### src/design/latlon_flat_earth_distance_macros.svh
// assertion macros shared by the flat-earth distance block
`ifndef LATLON_FLAT_EARTH_DISTANCE_MACROS_SVH
`define LATLON_FLAT_EARTH_DISTANCE_MACROS_SVH
`ifndef SYNTH
`define LFED_ASSERT_IMP(lbl, ante, cons) \
    lbl: assert property (@(posedge clk) disable iff (!rst_n) (ante) |-> (cons)) \
        else $error("lfed check failed");
`define LFED_ASSERT_NXT(lbl, ante, cons) \
    lbl: assert property (@(posedge clk) disable iff (!rst_n) (ante) |=> (cons)) \
        else $error("lfed check failed");
`else
`define LFED_ASSERT_IMP(lbl, ante, cons)
`define LFED_ASSERT_NXT(lbl, ante, cons)
`endif
`endif

### src/design/lfed_pkg.sv
// package: types, constants and helper functions for the flat-earth distance block
package lfed_pkg;

    localparam int COS_FRAC_BITS_DEF = 18;
    localparam logic [31:0] CM_RESET = 32'd1195276997;
    localparam longint GAIN_Q30 = 652032874;
    localparam longint QUARTER_TURN = 900000000;
    localparam int MID_DEPTH = 4;
    localparam int OUT_DEPTH = 2;
    localparam int TAG_W = 66;
    localparam int RES_W = 99;

    typedef struct packed {
        logic signed [31:0] dlat;
        logic signed [31:0] dlon;
        logic [30:0]        amean;
        logic               beyond;
    } item_t;

    localparam int ITEM_W = $bits(item_t);

    // arctangent of 2^-i in 1e-7 degree
    function automatic logic [31:0] atan_deg7(input int i);
        logic [31:0] r;
        case (i)
            0:  r = 32'd450000000;
            1:  r = 32'd265650512;
            2:  r = 32'd140362435;
            3:  r = 32'd71250163;
            4:  r = 32'd35763344;
            5:  r = 32'd17899106;
            6:  r = 32'd8951737;
            7:  r = 32'd4476142;
            8:  r = 32'd2238105;
            9:  r = 32'd1119057;
            10: r = 32'd559529;
            11: r = 32'd279765;
            12: r = 32'd139882;
            13: r = 32'd69941;
            14: r = 32'd34971;
            15: r = 32'd17485;
            16: r = 32'd8743;
            17: r = 32'd4371;
            18: r = 32'd2186;
            19: r = 32'd1093;
            20: r = 32'd546;
            21: r = 32'd273;
            22: r = 32'd137;
            23: r = 32'd68;
            24: r = 32'd34;
            25: r = 32'd17;
            26: r = 32'd9;
            27: r = 32'd4;
            28: r = 32'd2;
            default: r = 32'd1;
        endcase
        return r;
    endfunction

    // cordic start value: gain rounded to f fractional bits
    function automatic logic [63:0] cordic_x0(input int f);
        return (((64'(GAIN_Q30) << 1) >> (30 - f)) + 64'd1) >> 1;
    endfunction

    // round a q30 product and clamp to the signed 33-bit output range
    function automatic logic [32:0] sat_q30(input logic signed [64:0] p);
        logic signed [34:0] t;
        logic [32:0] r;
        t = 35'((p + 65'sd536870912) >>> 30);
        if (t > 35'sd4294967295)
            r = 33'h0_FFFF_FFFF;
        else if (t < -35'sd4294967296)
            r = 33'h1_0000_0000;
        else
            r = t[32:0];
        return r;
    endfunction

    // round a q30 product and clamp to the unsigned 33-bit range
    function automatic logic [32:0] sat_dist(input logic [63:0] p);
        logic [64:0] s;
        logic [34:0] t;
        logic [32:0] r;
        s = {1'b0, p} + 65'd536870912;
        t = s[64:30];
        if (t > 35'd8589934591)
            r = 33'h1_FFFF_FFFF;
        else
            r = t[32:0];
        return r;
    endfunction

endpackage

### src/design/lfed_fifo.sv
// small register queue used between the front part, the back part and the result side
module lfed_fifo #(
    parameter int WIDTH = lfed_pkg::ITEM_W,
    parameter int DEPTH = lfed_pkg::MID_DEPTH
) (
    input  logic             clk,
    input  logic             rst_n,
    input  logic             wr_en,
    input  logic [WIDTH-1:0] wr_data,
    output logic             full,
    input  logic             rd_en,
    output logic [WIDTH-1:0] rd_data,
    output logic             empty
);
    localparam int AW = $clog2(DEPTH);

    logic [WIDTH-1:0] mem_reg [0:DEPTH-1];
    logic [AW-1:0] wp_reg, wp_next, rp_reg, rp_next;
    logic [AW:0]   cnt_reg, cnt_next;
    logic do_wr, do_rd;

    assign full    = (cnt_reg == (AW + 1)'(DEPTH));
    assign empty   = (cnt_reg == '0);
    assign do_wr   = wr_en && !full;
    assign do_rd   = rd_en && !empty;
    assign rd_data = mem_reg[rp_reg];

    always_comb
    begin
        wp_next  = do_wr ? wp_reg + 1'b1 : wp_reg;
        rp_next  = do_rd ? rp_reg + 1'b1 : rp_reg;
        cnt_next = cnt_reg + (AW + 1)'(do_wr) - (AW + 1)'(do_rd);
    end

    always_ff @(posedge clk or negedge rst_n)
    begin
        if (!rst_n)
        begin
            wp_reg  <= '0;
            rp_reg  <= '0;
            cnt_reg <= '0;
        end
        else
        begin
            wp_reg  <= wp_next;
            rp_reg  <= rp_next;
            cnt_reg <= cnt_next;
        end
    end

    always_ff @(posedge clk)
    begin
        if (do_wr)
            mem_reg[wp_reg] <= wr_data;
    end
endmodule

### config.mk
export PLATFORM = sky130hd
export DESIGN_NAME = lfed_fifo
export DESIGN_NICKNAME = d
export VERILOG_FILES = /design/src/design/latlon_flat_earth_distance_macros.svh /design/src/design/lfed_pkg.sv /design/src/design/lfed_fifo.sv
export SDC_FILE = /design/constraint.sdc
export NUM_CORES = 1
export LEC_CHECK = 0
export ABC_AREA = 1
export BUFFER_PORTS_ARGS = -buffer_cell sky130_fd_sc_hd__buf_4
export CORE_UTILIZATION = 60
export DETAILED_ROUTE_END_ITERATION = 6
export GPL_TIMING_DRIVEN = 0
export PLACE_DENSITY = 0.82
export SLEW_MARGIN = 10
export SYNTH_ARGS = -nofsm -noshare
export SYNTH_HDL_FRONTEND = slang
export SYNTH_SLANG_ARGS = --single-unit
export TNS_END_PERCENT = 50
### constraint.sdc
create_clock -name clk -period 7.8 [get_ports clk]
set_clock_uncertainty 0.05 [all_clocks]
set_input_delay 1.17 -clock clk [delete_from_list [all_inputs] [get_ports clk]]
set_output_delay 1.17 -clock clk [all_outputs]
set_load 0.05 [all_outputs]
==> metrics.txt <==
antenna viol nets, final=0; Largest register FFs=between 300 and 400; grt ovf=0; non-filler instance count after layout=1886; Tot Pwr=8.759 mW; MaxCap Viol Count=0; Ys Warns=0; Crit path required time=around 6600 ps; CORE AREA=between 0.02 and 0.03 mm^2; CTS tree=built; vias in the first global route=10300; number of synthesized register bits=391; filler instances=1546; endpoint arrival time on the critical path=~2300 ps; CP Class=flip-flop to output port; Starting Density=0.6137; Mean Syn Cell Area=12.20 um^2; Hold WS=406.6 ps; hold_buf cts=0; # diodes=0; RSZ-0062 raised after global routing=false; type of origin of the critical path=flip-flop; critical path peak fanout=10; die height=roughly 160 um; outcome=completed; Static Leak=around 7.7 nW; sequential fraction of the synthesis area=0.7531; Synth-to-Final Area Change=22.90%; Bufs on Longest Clock Path=3; Hold Path Class=input port to asynchronous set/reset pin; clock sinks=a little under 400; clock root cell=clkbuf_16; Final GP Congestion=0.7904; post-synth cell types=19; drc violations=0; final setup vio count=0; Std-Cell Rows=58; Worst Reg-to-Reg Cells=7; worst-margin pin slew=732.4 ps; post-route minimum period=between 3000 and 4000 ps; Worst Setup End Kind=output port; largest net degree at the start of global routing=27; initial antenna violation count=0; Port Buffer Count=197; Die Wd=163.0 um; Final Cycle Share=0.4559; Via Count=just over 10000; die footprint=0.02655 mm^2; Initial DRC Count=941; Pre-Repair DR Iteration Count=5; Max Clk Rate=between 200 and 300 MHz; Final Hold Vio Count=0; share of cells above drive strength 1=0.2024; TritonCTS buffer count=39; Max VDD drop=0.0003691 V; global-route wire length before repair=~53000 um; Skew-Pair Late Insertion Delay=510 ps; vias per cell=approximately 5.4; r2r startpoint=cnt_reg[0]$_DFF_PN0_; Final Max Tran Viols=0; DPL Wire Length=approximately 23000 um; nets@finish=between 1500 and 2000; Cells after DPL=1817; GRT Resource Usage Total=0.2641; Post-Syn Instances=1274; final WL=35040 um; WL/cell=18.58 um; power per cell area=458.5 mW/mm^2; post-CTS sizing=0; CTS H-tree lvls=2; Net Count, Synth=about 1400; Crit. Startpoint=rp_reg[1]$_DFFE_PN0P_; mapped cell area=~0.016 mm^2; # IOs=198; Clock Pin Slew Worst Setup and Hold Paths=approximately 60 ps; Post CTS Setup Buffer Count=0; normalized max-slew margin=0.5106; final core utilization=0.7543
## layer usage
| layer | GRT usage | part of all wire |
|---|---|---|
| met2 | 0.4636 | 0.51 |
| met5 | 0 | 0 |
| met3 | 0.05831 | 0.090 |
| met4 | 0.09261 | 0.028 |
| met1 | 0.3219 | 0.37 |
## worst paths after layout
| kind | end | slack [ps] |
|---|---|---|
| max reg2reg | mem_reg[3][57]$_DFFE_PP_ | 5300 |
| min reg2reg | rp_reg[1]$_DFFE_PN0P_ | 450 |
| min in group clk | rp_reg[1]$_DFFE_PN0P_ | 450 |
| max in group asynchronous | cnt_reg[1]$_DFF_PN0_ | 7170 |
| min | wp_reg[1]$_DFFE_PN0P_ | 410 |
| max | rd_data[21] | 4240 |
## critical path, cell delays in order (launching register included)
cell and delay [ps]:
dfrtp_1 390, inv_1 130, buf_2 330, clkbuf_1 500, nand2_1 130, nand2_1 130
buf_4 210
## through the flow
stage | TNS (ps) | instance area, um^2 | setup WS, ps
finish | 0 | 19100 | 4244
detailed placement | 0 | 17860 | 4606
floorplan | 0 | 15540 | 1882
global placement | -430220 | 17440 | -1206
global route | 0 | 19100 | 4119
CTS | 0 | 19100 | 4245
## power breakdown
part | leakage, nW | switching [mW] | internal (mW) | total, mW
clock network | 0.610 | 0.734 | 1.08 | 1.81
registers | 3.60 | 0.0950 | 2.75 | 2.85
logic | 3.51 | 2.94 | 1.15 | 4.09
## synthesized netlist by cell type
cell,n,area (um^2)
nand3_1,4,20.02
dfrtp_1,7,175.2
ha_1,6,75.07
inv_2,1,3.750
fa_1,1,20.02
nand3b_1,1,7.510
clkbuf_2,7,35.03
nor2_1,197,739.5
o21ai_0,191,955.9
clkbuf_1,18,67.56
nand2_1,307,1152
buf_4,3,22.52
buf_1,1,3.750
buf_2,14,70.07
clkbuf_8,7,96.34
buf_6,13,146.4
o21ai_1,1,5.000
edfxtp_1,384,11530
inv_1,111,416.7
## cells in the final DEF, fill, tap and decap left out
master,n
buf_6,13
o21ai_1,1
clkbuf_16,41
buf_2,14
clkinv_2,6
nand3_1,4
clkinv_4,1
clkbuf_1,30
nand2_1,307
dfrtp_1,7
buf_16,10
fa_1,1
clkbuf_2,7
nor2_1,193
nor2_4,4
o21ai_0,191
bufinv_16,3
buf_12,6
buf_1,1
edfxtp_1,384
clkbuf_8,9
inv_2,1
ha_1,6
buf_4,200
inv_1,111
nand3b_1,1
clkinv_1,4
## cell type report
| class | instances | area [um^2] | share of cell area |
|---|---|---|---|
| plain buffers | 63 | 441.7 | 0.02312 |
| clock buffers | 55 | 1099 | 0.05751 |
| clock inverters | 14 | 143.9 | 0.007532 |
| inverters | 112 | 420.4 | 0.02201 |
| multi-input cells | 708 | 3005 | 0.1573 |
| flip-flops and latches | 391 | 11710 | 0.6128 |
| well taps | 330 | 412.9 | 0.02161 |
| repair buffers | 213 | 1874 | 0.09811 |
## logic make-up after synthesis
kind of cell	count (synthesis)	share of synthesized area
AND/OR/NAND/NOR	509	0.1235
flip-flops	391	0.7531
AO/OA/AOI/OAI	192	0.06182
buffers and inverters	175	0.05546
adder cells (fa/ha/maj)	7	0.006118
Power figures use the tool's default switching activity.
