<file path="src/design/latlon_flat_earth_distance_macros.svh">
// assertion macros shared by the flat-earth distance block
`ifndef LATLON_FLAT_EARTH_DISTANCE_MACROS_SVH
`define LATLON_FLAT_EARTH_DISTANCE_MACROS_SVH
`ifndef SYNTH
`define LFED_ASSERT_IMP(lbl, ante, cons) \
    lbl: assert property (@(posedge clk) disable iff (!rst_n) (ante) |-> (cons)) \
        else $error("lfed check failed");
`define LFED_ASSERT_NXT(lbl, ante, cons) \
    lbl: assert property (@(posedge clk) disable iff (!rst_n) (ante) |=> (cons)) \
        else $error("lfed check failed");
`else
`define LFED_ASSERT_IMP(lbl, ante, cons)
`define LFED_ASSERT_NXT(lbl, ante, cons)
`endif
`endif

</file>
<file path="src/design/lfed_pkg.sv">
// package: types, constants and helper functions for the flat-earth distance block
package lfed_pkg;

    localparam int COS_FRAC_BITS_DEF = 18;
    localparam logic [31:0] CM_RESET = 32'd1195276997;
    localparam longint GAIN_Q30 = 652032874;
    localparam longint QUARTER_TURN = 900000000;
    localparam int MID_DEPTH = 4;
    localparam int OUT_DEPTH = 2;
    localparam int TAG_W = 66;
    localparam int RES_W = 99;

    typedef struct packed {
        logic signed [31:0] dlat;
        logic signed [31:0] dlon;
        logic [30:0]        amean;
        logic               beyond;
    } item_t;

    localparam int ITEM_W = $bits(item_t);

    // arctangent of 2^-i in 1e-7 degree
    function automatic logic [31:0] atan_deg7(input int i);
        logic [31:0] r;
        case (i)
            0:  r = 32'd450000000;
            1:  r = 32'd265650512;
            2:  r = 32'd140362435;
            3:  r = 32'd71250163;
            4:  r = 32'd35763344;
            5:  r = 32'd17899106;
            6:  r = 32'd8951737;
            7:  r = 32'd4476142;
            8:  r = 32'd2238105;
            9:  r = 32'd1119057;
            10: r = 32'd559529;
            11: r = 32'd279765;
            12: r = 32'd139882;
            13: r = 32'd69941;
            14: r = 32'd34971;
            15: r = 32'd17485;
            16: r = 32'd8743;
            17: r = 32'd4371;
            18: r = 32'd2186;
            19: r = 32'd1093;
            20: r = 32'd546;
            21: r = 32'd273;
            22: r = 32'd137;
            23: r = 32'd68;
            24: r = 32'd34;
            25: r = 32'd17;
            26: r = 32'd9;
            27: r = 32'd4;
            28: r = 32'd2;
            default: r = 32'd1;
        endcase
        return r;
    endfunction

    // cordic start value: gain rounded to f fractional bits
    function automatic logic [63:0] cordic_x0(input int f);
        return (((64'(GAIN_Q30) << 1) >> (30 - f)) + 64'd1) >> 1;
    endfunction

    // round a q30 product and clamp to the signed 33-bit output range
    function automatic logic [32:0] sat_q30(input logic signed [64:0] p);
        logic signed [34:0] t;
        logic [32:0] r;
        t = 35'((p + 65'sd536870912) >>> 30);
        if (t > 35'sd4294967295)
            r = 33'h0_FFFF_FFFF;
        else if (t < -35'sd4294967296)
            r = 33'h1_0000_0000;
        else
            r = t[32:0];
        return r;
    endfunction

    // round a q30 product and clamp to the unsigned 33-bit range
    function automatic logic [32:0] sat_dist(input logic [63:0] p);
        logic [64:0] s;
        logic [34:0] t;
        logic [32:0] r;
        s = {1'b0, p} + 65'd536870912;
        t = s[64:30];
        if (t > 35'd8589934591)
            r = 33'h1_FFFF_FFFF;
        else
            r = t[32:0];
        return r;
    endfunction

endpackage

</file>
<file path="src/design/lfed_front.sv">
// front part: takes a position pair, forms the offsets and the mean latitude
module lfed_front (
    input  logic                clk,
    input  logic                rst_n,
    input  logic                push,
    output logic                full,
    input  logic signed [30:0]  first_lat,
    input  logic signed [31:0]  first_lon,
    input  logic signed [30:0]  second_lat,
    input  logic signed [31:0]  second_lon,
    input  logic                q_full,
    output logic                q_push,
    output lfed_pkg::item_t     q_item
);
    logic fv_reg, fv_next;
    lfed_pkg::item_t item_reg, item_next;
    logic signed [33:0] dlon_raw, dlon_w;
    logic signed [31:0] sum, adj, mean, amean_s;
    logic take;

    assign full   = fv_reg && q_full;
    assign take   = push && !full;
    assign q_push = fv_reg && !q_full;
    assign q_item = item_reg;

    always_comb
    begin
        dlon_raw = 34'(second_lon) - 34'(first_lon);
        dlon_w   = dlon_raw;
        // wrap across the date line only when the longitudes straddle it
        if (first_lon[31] != second_lon[31])
        begin
            if (dlon_raw > 34'sd1800000000)
                dlon_w = dlon_raw - 34'sd3600000000;
            else if (dlon_raw < -34'sd1800000000)
                dlon_w = dlon_raw + 34'sd3600000000;
        end
        sum     = 32'(first_lat) + 32'(second_lat);
        adj     = sum[31] ? 32'sd1 : 32'sd0;
        mean    = (sum + adj) >>> 1;
        amean_s = mean[31] ? -mean : mean;
        item_next.dlat   = 32'(second_lat) - 32'(first_lat);
        item_next.dlon   = dlon_w[31:0];
        item_next.amean  = amean_s[30:0];
        item_next.beyond = (amean_s > 32'(lfed_pkg::QUARTER_TURN));
        fv_next = fv_reg;
        if (!full)
            fv_next = push;
    end

    always_ff @(posedge clk or negedge rst_n)
    begin
        if (!rst_n)
            fv_reg <= 1'b0;
        else
            fv_reg <= fv_next;
    end

    always_ff @(posedge clk)
    begin
        if (take)
            item_reg <= item_next;
    end
endmodule

</file>
<file path="config.mk">
export PLATFORM = sky130hd
export DESIGN_NAME = lfed_front
export DESIGN_NICKNAME = d
export VERILOG_FILES = /design/src/design/latlon_flat_earth_distance_macros.svh /design/src/design/lfed_pkg.sv /design/src/design/lfed_front.sv
export SDC_FILE = /design/constraint.sdc
export NUM_CORES = 1
export LEC_CHECK = 0
export BUFFER_PORTS_ARGS = -buffer_cell sky130_fd_sc_hd__buf_4
export CAP_MARGIN = 15
export CORE_MARGIN = 2
export CORE_UTILIZATION = 30
export CTS_CLUSTER_SIZE = 25
export DETAILED_ROUTE_END_ITERATION = 7
export PLACE_DENSITY_LB_ADDON = 0.05
export REMOVE_ABC_BUFFERS = 1
export SYNTH_ARGS = -nofsm -noshare
export SYNTH_HDL_FRONTEND = slang
export SYNTH_SLANG_ARGS = --single-unit
</file>
<file path="constraint.sdc">
create_clock -name clk -period 6.8 [get_ports clk]
set_input_delay 2.04 -clock clk [delete_from_list [all_inputs] [get_ports clk]]
set_output_delay 2.04 -clock clk [all_outputs]
set_load 0.02 [all_outputs]
</file>
==> impl_metrics.py, run 1 <==
metrics = {
    "cts": {
        "cts_tree": "built",
        "cts_buffers": 9,
        "root_buffer": "clkbuf_16",
        "cts_sinks": 97,
        "cts_buffer_depth": 2,
        "clk_latency_ns": 0.38,
        "cts_max_level": 3,
        "clkTransAtPathRegs_ns": 0.07,
    },
    "drt": {
        "first_pass_iters": 5,
        "vias": 12500,
        "drc": 0,
        "viasPerCell": 4.923,
        "ant_nets": 0,
        "post_drt_wl_per_cell_um": 16.20,
        "drt_iter0_markers": 507,
        "drt-total-wl_um": 41120,
    },
    "power": {
        "comb_power_share_pct": 61.2,
        "p_leak_uw": 0.007883,
        "p_sw_uw": 1416,
        "swShare_pct": 40.91,
        "intPower_uw": 2045,
        "power_frac_clock_pct": 15.1,
        "irDropWorstVdd_mv": 0.1431,
        "powerDensity_nw_per_um2": 194.7,
        "seq_power_share_pct": 23.7,
    },
    "status": {
        "violations": "negative setup slack",
        "status": "complete, but fails checks",
    },
    "critical_path": {
        "cp_slowest_cell": "or4_4",
        "worst-setup-path-type": "in -> reg",
        "r2r-start": "fv_reg$_DFFE_PN0N_",
        "ff2ff_path_depth": 3,
        "r2r-end": "q_item[30]$_DFFE_PP_",
        "r2r_slack_ns": 4.54,
        "worstPathMaxFanout": 5,
        "start_kind": "input port",
        "cp_data_arrival_time_ns": 7.02,
        "slowest_delay_ns": 0.50,
        "required_ns": 6.92,
        "end_kind": "register",
    },
    "sta": {
        "setup_tns_ns": -0.3963,
        "finalSetupViolations": 10,
        "worst_slack_ns": -0.09553,
        "slew_headroom_pct": 41.11,
        "min_period_over_period_pct": 101.4,
        "tightest_slew_ns": 0.8815,
        "max_freq_mhz": 145.0,
        "drv_slew": 0,
        "hold_viol_final": 0,
        "rsz0062_at_grt": "true",
        "hold_slack_ns": 0.6940,
        "fin_skew_ns": 0.01219,
        "fin_crit_ns": 6.896,
    },
    "final_layout": {
        "design_area_um2": 17780,
        "nets": 2247,
        "n_antenna_cell": 0,
        "largest_reg_flops": 96,
        "regArea_um2": 2908,
        "multi_input_area_um2": 8864,
        "syn_to_final_growth_pct": 49.52,
        "layout-drive-gt1-share_pct": 37.08,
        "fillers": 3974,
        "layoutNonFillerInstCount": 2538,
    },
    "place": {
        "place_congestion": 0.8661,
        "io_buffers": 227,
        "hpwlAfterDp_um": 34120,
        "dpl_worst_slack_ns": -1.029,
        "place_area_um2": 16800,
        "dpl.cell_count": 2511,
    },
    "synth": {
        "synthCells": 1446,
        "synth_seq_area_share_pct": 24.46,
        "yosysMostFrequentCell": "inv_1",
        "synthFlopType": "edfxtp_1",
        "synth_common_cells": "inv_1 (134), nor2_1 (121), xnor2_1 (108)",
        "async_reset_ff_share_pct": 1.031,
        "syn_area_um2": 11890,
        "synth_edf_count": 96,
        "ys_ff_latch": 97,
        "synth_area_per_cell_um2": 8.222,
        "synth_top_area_share_pct": 24.25,
        "ys_types": 105,
        "ys.warnings.count": 0,
        "yosys.area.top_type": "edfxtp_1",
        "synthTopCellsByArea": "edfxtp_1 (24%), ha_1 (10%), xnor2_1 (8.0%)",
    },
    "die": {
        "die_h_um": 203.1,
        "ioPinCount": 228,
        "initial_core_util_pct": 30.55,
        "coreArea_um2": 38920,
        "rows": 72,
        "die_w_um": 203.1,
        "fp.dieArea_um2": 41240,
    },
    "grt": {
        "first_global_vias": 12570,
        "grt-busiest-layer": "met2",
        "grt_overflow": 0,
        "track_usage_pct": 19.87,
        "use_met2_pct": 36.11,
        "grt_max_degree": 45,
        "antenna_found_initial": 0,
        "grt_first_pass_wirelength_um": 65470,
        "use_met1_pct": 24.33,
        "use_met3_pct": 2.648,
    },
    "worst_hold_path": {
        "min_from": "fv_reg$_DFFE_PN0N_",
        "min_path_cells": 2,
        "worstHoldEndpoint": "fv_reg$_DFFE_PN0N_",
        "hold_path_class": "reg -> reg",
    },
    "job": {
        "cap_violations": 0,
    },
}
[metrics by stage]
stage / utilization (%) / power, uW
floorplan: - / 1912
global placement: 43.16 / 2814
detailed placement: 43.16 / 2815
CTS: 44.76 / 3427
global route: 45.68 / 3708
finish: 45.68 / 3461
[power groups by stage]
stage | clock network, uW | registers, uW | logic (uW)
after floorplan | 0 | 940 | 972
after global placement | 0 | 836 | 1980
after detailed placement | 0 | 834 | 1980
after CTS | 549 | 821 | 2060
after global routing | 568 | 828 | 2310
final | 523 | 820 | 2120
[cell families after synthesis]
family / after synthesis / share of synthesized area (%)
AND/OR/NAND/NOR: 513 / 23.30
AO/OA/AOI/OAI: 408 / 24.10
buffers and inverters: 174 / 5.725
XOR/XNOR: 143 / 10.72
adder cells (fa/ha/maj): 102 / 10.92
flip-flops: 97 / 24.46
multiplexers: 9 / 0.7683
[worst max-delay path: cells and delay by family]
family	cells	cell delay [ns]
xor+xnor	1	0.10
buf+inv	5	0.46
fa+ha+maj	3	0.66
simple gates	9	2.30
compound gates	9	1.43
[what timing repair did]
action | CTS | global route
gates cloned | 2 | 0
setup endpoints to repair | 29 | 25
hold buffers | 0 | 0
resized for setup | 50 | 64
buffers inserted | 5 | 8
pin swaps | 24 | 43
[layout make-up]
cell class,count,share of cell area [%]
flip-flops and latches,97,16.36
multi-input cells,1175,49.86
repair buffers,598,25.71
inverters,134,2.858
clock buffers,9,1.267
clock inverters,7,0.3027
well taps,518,3.646
[layout by cell type (no fill, tap or decap), drive strengths merged, types with 24 or more instances in the layout]
master	n
nand3	45
o21ai	71
nor2b	30
xor2	32
a21oi	103
nor2	121
nand2	93
ha	99
inv	136
buf	598
nor3	59
a31oi	24
xnor2	111
edfxtp	96
[worst max path at each step]
stage / startpoint / endpoint / slack (ns) / depth (start not counted)
floorplan: first_lat[5] / q_item[0]$_DFFE_PP_ / -0.92 / 25
global placement: first_lon[0] / q_item[44]$_DFFE_PP_ / -0.81 / 25
detailed placement: first_lat[12] / q_item[0]$_DFFE_PP_ / -1.03 / 26
CTS: first_lat[12] / q_item[0]$_DFFE_PP_ / -0.04 / 29
global route: first_lat[2] / q_item[0]$_DFFE_PP_ / -0.39 / 26
finish: second_lon[0] / q_item[61]$_DFFE_PP_ / -0.1 / 27
[metal layers]
metal,vias up,wire [um]
met5,-,0
met4,0,767
met3,29,1347
met2,207,20860
met1,5775,18150
li1,6484,-
(Power assumes the default switching activity.)
==> run 2, diff against run 1 <==
--- a/config.mk
+++ b/config.mk
@@ -10,3 +10,3 @@
 export CORE_MARGIN = 2
-export CORE_UTILIZATION = 30
+export CORE_UTILIZATION = 37
 export CTS_CLUSTER_SIZE = 25
==> constraint.sdc (replaced) <==
create_clock -name clk -period 6.8 [get_ports clk]
set_input_delay 1.36 -clock clk [delete_from_list [all_inputs] [get_ports clk]]
set_output_delay 1.36 -clock clk [all_outputs]
set_load 0.02 [all_outputs]
==> impl_metrics.py, run 2 (synthesized netlist as in run 1, its figures left out) <==
metrics = {
    "status": {
        "status": "finished clean",
    },
    "power": {
        "p_leak_uw": 0.006684,
        "powerDensity_nw_per_um2": 198.8,
        "irDropWorstVdd_mv": 0.1035,
    },
    "cts": {
        "cts_max_level": 3,
        "clk_latency_ns": 0.38,
        "cts_buffers": 9,
        "cts_tree": "built",
        "cts_buffer_depth": 2,
        "cts_sinks": 97,
        "clkTransAtPathRegs_ns": 0.08,
        "root_buffer": "clkbuf_16",
    },
    "worst_hold_path": {
        "min_from": "fv_reg$_DFFE_PN0N_",
        "hold_path_class": "reg -> reg",
        "worstHoldEndpoint": "fv_reg$_DFFE_PN0N_",
        "min_path_cells": 2,
    },
    "grt": {
        "antenna_found_initial": 0,
        "grt_first_pass_wirelength_um": 58100,
        "grt_max_degree": 66,
        "grt_overflow": 0,
        "first_global_vias": 11500,
        "track_usage_pct": 21.59,
    },
    "drt": {
        "viasPerCell": 5.411,
        "post_drt_wl_per_cell_um": 16.70,
        "drt-total-wl_um": 36730,
        "drc": 0,
        "vias": 11900,
        "ant_nets": 0,
        "drt_iter0_markers": 522,
        "first_pass_iters": 5,
    },
    "sta": {
        "fin_skew_ns": 0.009154,
        "slew_headroom_pct": 38.68,
        "max_freq_mhz": 152.9,
        "rsz0062_at_grt": "true",
        "fin_crit_ns": 6.541,
        "worst_slack_ns": 0.2594,
        "tightest_slew_ns": 0.9128,
        "finalSetupViolations": 0,
        "min_period_over_period_pct": 96.18,
        "hold_slack_ns": 0.7078,
        "hold_viol_final": 0,
        "drv_slew": 0,
    },
    "critical_path": {
        "r2r_slack_ns": 4.55,
        "ff2ff_path_depth": 4,
        "cp_data_arrival_time_ns": 6.66,
        "required_ns": 6.92,
        "worstPathMaxFanout": 4,
        "r2r-end": "q_item[33]$_DFFE_PP_",
        "end_kind": "register",
        "worst-setup-path-type": "in -> reg",
        "start_kind": "input port",
        "r2r-start": "fv_reg$_DFFE_PN0N_",
    },
    "place": {
        "hpwlAfterDp_um": 30480,
        "io_buffers": 227,
        "dpl_worst_slack_ns": -0.1825,
        "place_congestion": 0.8832,
    },
    "final_layout": {
        "layout-drive-gt1-share_pct": 25.49,
        "n_antenna_cell": 0,
        "nets": 2026,
        "postLayoutCoreUtil_pct": 48.58,
        "fillers": 3182,
        "syn_to_final_growth_pct": 29.27,
        "final_cell_mix": "buf_4 (376), inv_1 (134), nor2_1 (121)",
        "largest_reg_flops": 96,
        "final_common_cell": "buf_4",
    },
    "die": {
        "ioPinCount": 228,
        "die_h_um": 183.3,
        "coreArea_um2": 31640,
        "initial_core_util_pct": 37.58,
        "die_w_um": 183.3,
        "rows": 65,
        "fp.dieArea_um2": 33580,
    },
    "job": {
        "cap_violations": 0,
    },
}
-- run 2: cell count changes in the layout (fill, tap and decap cells not counted), moves of 5 or more --
cell     delta
a21oi_1     +6
a21oi_2     -5
buf_4     -212
buf_6       -6
ha_1        +6
ha_4        -5
o22ai_1     +7
o22ai_2     -5
-- run 2: repair_timing --
item | CTS | global route
setup endpoints to repair | 0 | 5
resized for setup | 0 | 10
hold buffers | 0 | 0
setup buffers | 0 | 2
-- run 2: per-layer routing --
metal / track usage (%) / up-vias / wire length, um
li1: - / 6033 / -
met2: 38.59 / 281 / 17940
met3: 2.462 / 52 / 1214
met4: 7.232 / 0 / 1031
met5: 0 / - / 0
met1: 26.98 / 5532 / 16540
-- run 2: layout make-up --
type                            count  area, um2  share of cell area, %
Clock buffer                        9      225.2                  1.465
Clock inverter                      5      33.78                 0.2198
Inverter                          134      503.0                  3.273
Multi-Input combinational cell   1175       8353                  54.35
Sequential cell                    97       2908                  18.92
Tap cell                          402      503.0                  3.273
Timing Repair Buffer              377       2843                  18.50
-- run 2: how the worst max path moves through the flow --
stage | cells after the start | to | startpoint | slack, ns
after floorplan | 25 | q_item[0]$_DFFE_PP_ | first_lat[5] | -0.24
after global placement | 25 | q_item[59]$_DFFE_PP_ | first_lon[0] | -0.10
after detailed placement | 25 | q_item[0]$_DFFE_PP_ | first_lat[5] | -0.18
after CTS | 26 | q_item[0]$_DFFE_PP_ | first_lat[5] | 0.19
after global routing | 30 | q_item[0]$_DFFE_PP_ | first_lat[5] | -0.03
final | 25 | q_item[44]$_DFFE_PP_ | first_lon[1] | 0.26
-- run 2: critical path: stages --
cell	delay (ns)
buf_4	0.10
inv_1	0.04
ha_1	0.27
nor2b_1	0.13
o21a_1	0.18
o21ai_0	0.36
a31o_2	0.24
o211ai_1	0.17
and3_1	0.25
nor2_1	0.17
inv_1	0.08
ha_1	0.22
nand3_1	0.08
or3_1	0.09
or3_1	0.09
or4_1	0.09
nor2_1	0.04
and4_1	0.21
o21ai_0	0.38
a311oi_1	0.18
o31ai_1	0.53
a32oi_1	0.20
nor3_1	0.74
a22oi_1	0.27
xnor2_1	0.20
-- run 2: metrics by stage --
| stage | std cells | cell area (um2) | setup TNS (ns) | power [uW] |
|---|---|---|---|---|
| final | 2199 | 15370 | 0 | 3055 |
| after global routing | 2199 | 15370 | -0.02612 | 3266 |
| after CTS | 2197 | 15310 | 0 | 3077 |
| after detailed placement | 2183 | 15050 | -0.3986 | 2567 |
| after global placement | 2183 | 15050 | -0.8653 | 2562 |
| after floorplan | 1406 | 11710 | -0.2432 | 1912 |
-- run 2: report_power, final --
part           internal, uW  total (uW)  switching, uW
clock network           244         493            249
logic                   743        1740            998
registers               794         820           25.9
total                  1780        3060           1270
==> run 3, diff against run 2 <==
MAX_ROUTING_LAYER = met4   (was default)
==> impl_metrics.py, run 3 (synthesized netlist as in run 1, its figures left out) <==
metrics = {
    "status": {
        "status": "finished clean",
    },
    "die": {
        "fp.dieArea_um2": 33580,
        "rows": 65,
        "coreArea_um2": 31640,
        "die_w_um": 183.3,
        "die_h_um": 183.3,
        "initial_core_util_pct": 37.58,
        "ioPinCount": 228,
    },
    "critical_path": {
        "cp_data_arrival_time_ns": 6.64,
        "crit_path_start": "first_lat[5]",
        "ff2ff_path_depth": 3,
        "end_kind": "register",
        "required_ns": 7.01,
        "start_kind": "input port",
        "worst-setup-path-type": "in -> reg",
        "r2r-start": "fv_reg$_DFFE_PN0N_",
        "r2r_slack_ns": 4.40,
        "worstPathMaxFanout": 5,
    },
    "final_layout": {
        "regArea_um2": 2908,
        "final_cell_mix": "buf_4 (383), inv_1 (134), nor2_1 (121)",
        "design_area_um2": 15540,
        "n_antenna_cell": 0,
        "multi_input_area_um2": 8411,
        "syn_to_final_growth_pct": 30.69,
        "fillers": 3185,
        "layout-drive-gt1-share_pct": 26.30,
        "final_common_cell": "buf_4",
        "largest_reg_flops": 96,
        "nets": 2033,
    },
    "drt": {
        "drt-total-wl_um": 37240,
        "post_drt_wl_per_cell_um": 16.87,
        "drc": 0,
        "drt_iter0_markers": 572,
        "first_pass_iters": 4,
        "vias": 11880,
        "viasPerCell": 5.380,
        "ant_nets": 0,
    },
    "place": {
        "place_congestion": 0.8818,
        "hpwlAfterDp_um": 30790,
        "io_buffers": 227,
        "place_area_um2": 15100,
    },
    "cts": {
        "cts_max_level": 3,
        "clkTransAtPathRegs_ns": 0.07,
        "root_buffer": "clkbuf_16",
        "cts_tree": "built",
        "cts_sinks": 97,
        "cts_buffer_depth": 2,
        "clk_latency_ns": 0.38,
        "cts_buffers": 9,
    },
    "sta": {
        "hold_viol_final": 0,
        "tightest_slew_ns": 1.085,
        "max_freq_mhz": 155.6,
        "drv_slew": 0,
        "finalSetupViolations": 0,
        "rsz0062_at_grt": "true",
        "min_period_over_period_pct": 94.52,
        "fin_skew_ns": 0.01392,
        "fin_crit_ns": 6.427,
        "setup_tns_ns": 0,
        "slew_headroom_pct": 27.52,
    },
    "grt": {
        "grt_max_degree": 40,
        "first_global_vias": 11700,
        "antenna_found_initial": 0,
        "track_usage_pct": 22.66,
        "grt_overflow": 0,
        "grt_first_pass_wirelength_um": 59320,
    },
    "power": {
        "p_sw_uw": 1297,
        "comb_power_share_pct": 55.6,
        "powerDensity_nw_per_um2": 204.5,
        "intPower_uw": 1881,
        "power_frac_clock_pct": 18.6,
        "irDropWorstVdd_mv": 0.1382,
        "swShare_pct": 40.82,
        "p_leak_uw": 0.006755,
        "seq_power_share_pct": 25.8,
    },
    "worst_hold_path": {
        "min_from": "fv_reg$_DFFE_PN0N_",
        "hold_path_class": "reg -> reg",
        "min_path_cells": 2,
    },
    "job": {
        "cap_violations": 0,
    },
}
-- run 3: cell count changes in the layout (fill, tap and decap cells not counted), sizes merged --
cell / previous run / this run
buf: 377 / 384
inv: 135 / 136
bufinv: 0 / 2
clkinvlp: 2 / 1
clkinv: 2 / 0
clkbuf: 9 / 11
-- run 3: final timing paths --
kind | end
min in group asynchronous | fv_reg$_DFFE_PN0N_
hold reg to reg | fv_reg$_DFFE_PN0N_
max in group asynchronous | fv_reg$_DFFE_PN0N_
setup / recovery | q_item[0]$_DFFE_PP_
setup reg to reg | q_item[23]$_DFFE_PP_
hold / removal | fv_reg$_DFFE_PN0N_
-- run 3: cell type report --
class	instances	share of cell area (%)
clock buffer	11	1.498
clock inverter	5	0.5476
inverter	134	3.237
multi-input combinational	1175	54.13
sequential	97	18.71
tap	402	3.237
timing repair buffer	384	18.63
-- run 3: metrics by stage --
stage / instances / setup WS (ns) / hold WS (ns) / total power (uW) / utilization (%)
2_1_floorplan: 1406 / -0.2432 / 0.7440 / 1912 / -
3_5_place_dp: 2190 / -0.2350 / 0.6764 / 2576 / 47.74
5_1_grt: 2208 / -0.06355 / 0.7354 / 3398 / 49.11
3_3_place_gp: 2190 / -0.09719 / 0.6705 / 2577 / 47.74
4_1_cts: 2206 / 0.1300 / 0.6977 / 3182 / 48.74
6_report: 2208 / 0.3729 / 0.6948 / 3178 / 49.11
-- run 3: layer usage --
metal | global-route usage (%) | wire (um) | vias to the layer above
li1 | - | - | 6058
met1 | 27.50 | 16740 | 5517
met2 | 38.89 | 18040 | 250
met3 | 2.363 | 1237 | 54
met4 | 8.544 | 1223 | 0
met5 | - | 0 | -
-- run 3: power groups by stage --
stage	logic, uW	clock network, uW	registers [uW]
finish	1770	591	820
global placement	1740	0	834
floorplan	972	0	940
CTS	1750	610	822
detailed placement	1740	0	834
global route	1940	632	828
-- run 3: timing repair --
item / in CTS / in global routing
gates resized for setup: 0 / 20
buffers inserted: 0 / 2
hold buffers: 0 / 0
hold endpoints to repair: 0 / 0
setup endpoints to repair: 0 / 7
-- run 3: worst max-delay path: stages --
cell and delay (ns):
buf_4 0.08, inv_1 0.03, ha_1 0.28, or3b_2 0.46, nand4_1 0.12, a21oi_2 0.06, o2111ai_2 0.20, and2_1 0.19
a211oi_2 0.09, o31ai_2 0.26, and2_1 0.18, ha_1 0.16, nand2_1 0.08, or3_1 0.46, a2111oi_1 0.45, a31oi_1 0.13
o311ai_4 0.15, nand3b_1 0.16, or4_4 0.47, nor3_4 0.26, a31oi_1 0.17, xnor2_2 0.18, nand2_2 0.10, nor4_4 0.29
a211oi_1 0.11, a31oi_1 0.14
